==> src/hw/rtl/plb_pkg.sv <==
`timescale 1ns / 1ps

package plb_pkg;

  localparam int LEVELS_DEF = 64;
  localparam int MAX_OUT    = 64;
  localparam int PW         = 64;
  localparam int QW         = 64;
  localparam int CNTW       = 7;
  localparam int STW        = 3;

  typedef enum logic [1:0] {
    OP_ADD    = 2'd0,
    OP_REDUCE = 2'd1,
    OP_QUERY  = 2'd2,
    OP_TOP    = 2'd3
  } op_t;

  localparam logic [STW-1:0] ST_OK        = 3'd0;
  localparam logic [STW-1:0] ST_OVERFLOW  = 3'd1;
  localparam logic [STW-1:0] ST_NOT_FOUND = 3'd2;
  localparam logic [STW-1:0] ST_FULL      = 3'd3;
  localparam logic [STW-1:0] ST_EMPTY     = 3'd4;

  typedef enum logic [1:0] {
    ACT_HOLD   = 2'd0,
    ACT_UPDATE = 2'd1,
    ACT_INSERT = 2'd2,
    ACT_REMOVE = 2'd3
  } act_t;

  // Broadcast to every cell of the chain.
  typedef struct packed {
    act_t act;
    logic tap_load;
    logic tap_top;
    logic shift;
    logic shift_up;
  } cell_ctl_t;

endpackage

==> src/hw/rtl/plb_cell.sv <==
`timescale 1ns / 1ps

module plb_cell #(
  parameter int LEVELS = plb_pkg::LEVELS_DEF,
  parameter int IDX    = 0,
  parameter int CW     = $clog2(LEVELS + 1)
) (
  input  logic                       clk,
  input  logic                       rst,
  input  logic                       cmp_en,
  input  plb_pkg::cell_ctl_t         ctl,
  input  logic [plb_pkg::PW-1:0]     key_price,
  input  logic [plb_pkg::QW-1:0]     key_qty,
  input  logic                       key_sub,
  input  logic [CW-1:0]              level_count,
  input  logic [plb_pkg::CNTW-1:0]   read_n,
  input  logic                       bid,
  input  logic [plb_pkg::PW-1:0]     lo_price,
  input  logic [plb_pkg::QW-1:0]     lo_qty,
  input  logic                       lo_lt,
  input  logic [plb_pkg::PW-1:0]     lo_tap_price,
  input  logic [plb_pkg::QW-1:0]     lo_tap_qty,
  input  logic                       lo_tap_flag,
  input  logic [plb_pkg::PW-1:0]     hi_price,
  input  logic [plb_pkg::QW-1:0]     hi_qty,
  input  logic [plb_pkg::PW-1:0]     hi_tap_price,
  input  logic [plb_pkg::QW-1:0]     hi_tap_qty,
  input  logic                       hi_tap_flag,
  output logic [plb_pkg::PW-1:0]     price,
  output logic [plb_pkg::QW-1:0]     qty,
  output logic                       lt,
  output logic                       eq_hit,
  output logic                       ovf_hit,
  output logic                       zero_hit,
  output logic [plb_pkg::PW-1:0]     tap_price,
  output logic [plb_pkg::QW-1:0]     tap_qty,
  output logic                       tap_flag
);

  localparam int RW = CW + plb_pkg::CNTW + 1;
  localparam logic [CW-1:0] IDX_V  = CW'(IDX);
  localparam logic [RW-1:0] IDX_RW = RW'(IDX);

  logic                    valid;
  logic [plb_pkg::QW-1:0]  operand;
  logic [plb_pkg::QW-1:0]  res_c;
  logic                    ovf_c;
  logic                    eq;
  logic                    ovf;
  logic                    zero;
  logic [plb_pkg::QW-1:0]  res;
  logic [plb_pkg::PW-1:0]  price_next;
  logic [plb_pkg::QW-1:0]  qty_next;
  logic                    in_top;

  assign valid   = IDX_V < level_count;
  assign operand = key_sub ? ~key_qty : key_qty;
  assign res_c   = qty + operand + plb_pkg::QW'(key_sub);
  // operands of the effective add share a sign that the result lacks
  assign ovf_c   = ~(qty[plb_pkg::QW-1] ^ operand[plb_pkg::QW-1]) &
                   (qty[plb_pkg::QW-1] ^ res_c[plb_pkg::QW-1]);

  always_ff @(posedge clk) begin
    if (cmp_en) begin
      lt   <= valid && ($signed(price) < $signed(key_price));
      eq   <= valid && (price == key_price);
      res  <= res_c;
      ovf  <= ovf_c;
      zero <= (res_c == '0);
    end
  end

  assign eq_hit   = eq;
  assign ovf_hit  = eq & ovf;
  assign zero_hit = eq & zero;

  always_comb begin
    price_next = price;
    qty_next   = qty;
    unique case (ctl.act)
      plb_pkg::ACT_HOLD: begin
      end
      plb_pkg::ACT_UPDATE: begin
        if (eq) qty_next = res;
      end
      plb_pkg::ACT_INSERT: begin
        if (!lt) begin
          if (lo_lt) begin
            price_next = key_price;
            qty_next   = key_qty;
          end else begin
            price_next = lo_price;
            qty_next   = lo_qty;
          end
        end
      end
      plb_pkg::ACT_REMOVE: begin
        if (!lt) begin
          price_next = hi_price;
          qty_next   = hi_qty;
        end
      end
      default: begin
      end
    endcase
  end

  always_ff @(posedge clk) begin
    price <= price_next;
    qty   <= qty_next;
  end

  // best levels: the top read_n valid slots for bid, the bottom ones for ask
  assign in_top = valid && (bid ? (IDX_RW + RW'(read_n) >= RW'(level_count))
                                : (IDX_RW < RW'(read_n)));

  always_ff @(posedge clk) begin
    if (rst) begin
      tap_flag <= 1'b0;
    end else if (ctl.tap_load) begin
      tap_flag <= ctl.tap_top ? in_top : eq;
    end else if (ctl.shift) begin
      tap_flag <= ctl.shift_up ? lo_tap_flag : hi_tap_flag;
    end
  end

  always_ff @(posedge clk) begin
    if (ctl.tap_load) begin
      tap_price <= price_next;
      tap_qty   <= qty_next;
    end else if (ctl.shift) begin
      tap_price <= ctl.shift_up ? lo_tap_price : hi_tap_price;
      tap_qty   <= ctl.shift_up ? lo_tap_qty : hi_tap_qty;
    end
  end

endmodule

==> config.mk <==
export PLATFORM = sky130hd
export DESIGN_NAME = plb_cell
export DESIGN_NICKNAME = d
export VERILOG_FILES = /design/src/hw/rtl/plb_pkg.sv /design/src/hw/rtl/plb_cell.sv
export SDC_FILE = /design/constraint.sdc
export NUM_CORES = 1
export LEC_CHECK = 0
export BUFFER_PORTS_ARGS = -buffer_cell sky130_fd_sc_hd__buf_2
export CAP_MARGIN = 20
export CORE_AREA = 2 2 366 368
export CTS_BUF_LIST = sky130_fd_sc_hd__clkbuf_8
export CTS_CLUSTER_DIAMETER = 30
export DETAILED_ROUTE_END_ITERATION = 6
export DIE_AREA = 0 0 368 370
export SYNTH_ARGS = -nofsm -noshare
export SYNTH_HDL_FRONTEND = slang
export SYNTH_SLANG_ARGS = --single-unit
==> constraint.sdc <==
create_clock -name clk -period 5.2 [get_ports clk]
set_input_delay 0 -clock clk [delete_from_list [all_inputs] [get_ports clk]]
set_output_delay 0 -clock clk [all_outputs]
set_load 0.01 [all_outputs]
==> metrics.md <==
| Metric | Value |
|---|---|
| Status | `complete, no violations` |
| Fmax | `about 240 MHz` |
| Buffers on Ports | `928` |
| Post-synth EDFFs | `196` |
| I/O pin cnt | `between 900 and 1k` |
| Total CTS buffers | `104` |
| Pwr Density | `412 nW/µm²` |
| Sw Ratio | `0.419` |
| Die area | `136000 µm²` |
| Flop2flop setup slack | `1.03 ns` |
| Die Y | `370 µm` |
| Sequential area share after synthesis | `0.383` |
| Vias | `27.0k` |
| Leading cell types in the layout, fill and taps excluded | `922 x buf_2, 704 x dlygate4sd3_1, 306 x o21ai_0` |
| Post-synthesis register bit count | `325` |
| # DRC | `0` |
| Async S/R FF share, synth | `0` |
| Routability cong. | `0.916` |
| Max VDD drop | `193 µV` |
| Setup TNS | `0 ns` |
| H-tree Lvls | `3` |
| Post-route setup slack | `1.03 ns` |
| Vias per cell | `4.52` |
| Yosys cell types | `81` |
| Grt met1 use | `0.218` |
| Critical Path Sink Type | `flop` |
| Placed Area | `between 20000 and 30000 µm²` |
| WP data required | `5.78 ns` |
| Pleak | `17.5 nW` |
| Min-Delay Path Class | `in -> reg` |
| Final Hold Viols | `0` |
| TritonRoute pass-1 iters | `6` |
| Nets | `approximately 5k` |
| Post-route cell area | `38100 µm²` |
| Vias in the first global route | `between 20k and 30k` |
| Worst Tran Pin Value | `approximately 1.1 ns` |
| Largest net degree at the start of global routing | `193` |
| Layout cells sized above 1 | `0.275` |
| 1st-iter DRT viols | `a little over 2k` |
| Postcts setup bufs | `0` |
| Cell-internal power | `~9 mW` |
| Mapped Area | `about 22000 µm²` |
| Crit-path max FO | `5` |
| CORE AREA | `between 100000 and 150000 µm²` |
| Clk root buf | `clkbuf_8` |
| GRT met2 Usage | `0.323` |
| Reg power frac | `0.281` |
| Tot GR Track Use | `0.192` |
| Avg Cell Area, Syn | `just under 9 µm²` |
| Most common cell after layout, fill and taps aside | `buf_2` |
| CTS tree | `done` |
| Maxcap violations | `0` |
| Row cnt | `between 100 and 150` |
| Layout filler cell count | `13.8k` |
| Switch Pwr | `6.58 mW` |
| Synth warn | `0` |
| Crit path time final | `4.17 ns` |
| Slew headroom | `0.296` |
| Clk pin slew, worst setup/hold paths | `roughly 0.050 ns` |
| Post-DP HPWL | `103 mm` |
| Sink Count | `325` |
| Routed WL | `approximately 140 mm` |
| Critical path class | `reg -> reg` |
| Cells after DPL | `5061` |
| Slew Limit Fails | `0` |
| Hold EP | `price[52]` |
| Combinational share of power | `0.446` |
| Fin util | `0.288` |
| Wirelength per Cell | `22.9 µm` |
| CP arrival | `approximately 4.8 ns` |
| Syn Nets | `3303` |
| Latest clock arrival within the worst-skew pair | `0.83 ns` |
| GRT busiest layer | `met2` |
| Longest Clk Path Bufs | `3` |
| Clock skew | `roughly 0.043 ns` |
| Layout Area Growth over Synthesis | `72.1%` |
| Clock Power Share | `0.274` |
| First-pass GRT wire length | `189 mm` |
| Depth of the most critical reg-to-reg path | `14` |
| Main flop type after synthesis | `edfxtp_1` |
| M3 GR Usage | `0.0587` |
| Initial antenna violation count | `46` |
| Non-filler cells, final | `5978` |
| Hold Path Depth | `5` |
| Hold_sp | `ctl[5]` |
| Die boundary width | `368 µm` |
| R2R Path Start | `qty[0]` |
| Post-Place Setup Slack | `~0.46 ns` |
| Final setup fails | `0` |
| Critical path startpoint category | `flop` |
| Cells after Synth | `2495` |
| Reg-to-reg endpoint | `zero` |
| Ratio of final minimum period to clock period | `0.802` |
| Starting density of the core | `0.167` |
| Total gr overflow | `0` |
| Post-DRT Antenna Nets | `0` |
| RSZ-0062 raised after global routing | `no` |
==> cells by family after synthesis <==
logic type | after synthesis | synth area share
compound gates | 752 | 0.198
xor+xnor | 115 | 0.0455
fa+ha+maj | 140 | 0.0795
buf+inv | 255 | 0.0444
flops | 325 | 0.383
mux | 261 | 0.118
simple gates | 647 | 0.132
==> power groups by stage <==
stage | Clock, mW | Sequential (mW) | Combinational [mW]
global route | 4.54 | 4.48 | 7.58
floorplan | 0 | 4.46 | 3.29
global placement | 0 | 4.43 | 6.27
detailed placement | 0 | 4.44 | 6.25
CTS | 4.41 | 4.41 | 6.94
finish | 4.29 | 4.40 | 7.00
==> final cells by class <==
| class | instances | area [µm²] | area share |
|---|---|---|---|
| Antenna cell | 16 | 40.0 | 0.00105 |
| Clock buffer | 121 | 1670 | 0.0437 |
| Clock inverter | 76 | 649 | 0.0170 |
| Inverter | 100 | 375 | 0.00985 |
| Multi-Input combinational cell | 1915 | 12700 | 0.334 |
| Sequential cell | 325 | 8470 | 0.222 |
| Tap cell | 1768 | 2210 | 0.0581 |
| Timing Repair Buffer | 1657 | 12000 | 0.314 |
==> registers in the layout (all words and copies together), names as in the netlist <==
| signal | cells |
|---|---|
| eq_hit | 1 |
| tap_qty | 64 |
| qty | 64 |
| tap_flag | 1 |
| ovf | 1 |
| tap_price | 64 |
| res | 64 |
| lt | 1 |
| zero | 1 |
| price | 64 |
==> per-layer routing <==
| metal | vias to the layer above | wire [µm] |
|---|---|---|
| met5 | - | 184 |
| met4 | 28 | 7890 |
| met3 | 374 | 12100 |
| met2 | 1361 | 64000 |
| met1 | 12900 | 53000 |
| li1 | 12400 | - |
==> synthesized netlist by cell type, drive strengths merged (10+ instances only) <==
| cell | n | share of area |
|---|---|---|
| o21ai | 316 | 0.072 |
| nand2 | 278 | 0.047 |
| mux2i | 259 | 0.12 |
| a21oi | 233 | 0.053 |
| edfxtp | 196 | 0.27 |
| nor2 | 194 | 0.033 |
| ha | 139 | 0.079 |
| dfxtp | 129 | 0.12 |
| clkbuf | 124 | 0.021 |
| inv | 100 | 0.017 |
| xor2 | 86 | 0.034 |
| a22oi | 66 | 0.022 |
| a21o | 41 | 0.014 |
| nand4 | 37 | 0.010 |
| buf | 31 | 0.0064 |
| xnor2 | 29 | 0.011 |
| nand3 | 19 | 0.0043 |
| nor3 | 19 | 0.0047 |
| o21a | 17 | 0.0058 |
| nor4 | 16 | 0.0054 |
| and2 | 15 | 0.0042 |
| nand2b | 14 | 0.0040 |
| nor2b | 12 | 0.0034 |
| o211ai | 10 | 0.0038 |
==> how the worst max path moves through the flow <==
| stage | start | endpoint | slack (ns) | cells after the start |
|---|---|---|---|---|
| 3_5_place_dp | key_sub | zero | 0.46 | 15 |
| 6_report | qty[0] | zero | 1.03 | 14 |
| 4_1_cts | qty[6] | zero | 0.96 | 12 |
| 5_1_grt | qty[8] | zero | 0.72 | 12 |
| 2_1_floorplan | key_sub | zero | 1.58 | 16 |
| 3_3_place_gp | key_sub | zero | 0.47 | 16 |
==> per-stage QoR <==
| stage | hold WS [ns] | total power, mW |
|---|---|---|
| final | 0.0349 | 15.7 |
| after global routing | 0.0599 | 16.6 |
| after CTS | 0.000320 | 15.8 |
| after detailed placement | 0.167 | 10.7 |
| after global placement | 0.165 | 10.7 |
| after floorplan | 0.0721 | 7.75 |
==> worst max-delay path, cell delays in order, from the launching register on <==
cell	delay (ns)
dfxtp_1	0.34
mux2_4	0.30
inv_2	0.10
fa_1	0.20
nor2b_1	0.07
o31a_1	0.32
o211ai_2	0.27
nand3_1	0.33
a32oi_1	0.40
a31oi_1	0.30
a41o_1	0.33
or4_1	0.39
o311ai_0	0.12
xnor2_1	0.23
and4b_1	0.24
==> what timing repair did <==
action	4_1_cts	5_1_grt
hold buffers	704	0
endpoints found under the hold margin	311	0
gates resized for setup	0	0
Note: power is estimated with default switching activity, not from simulation.
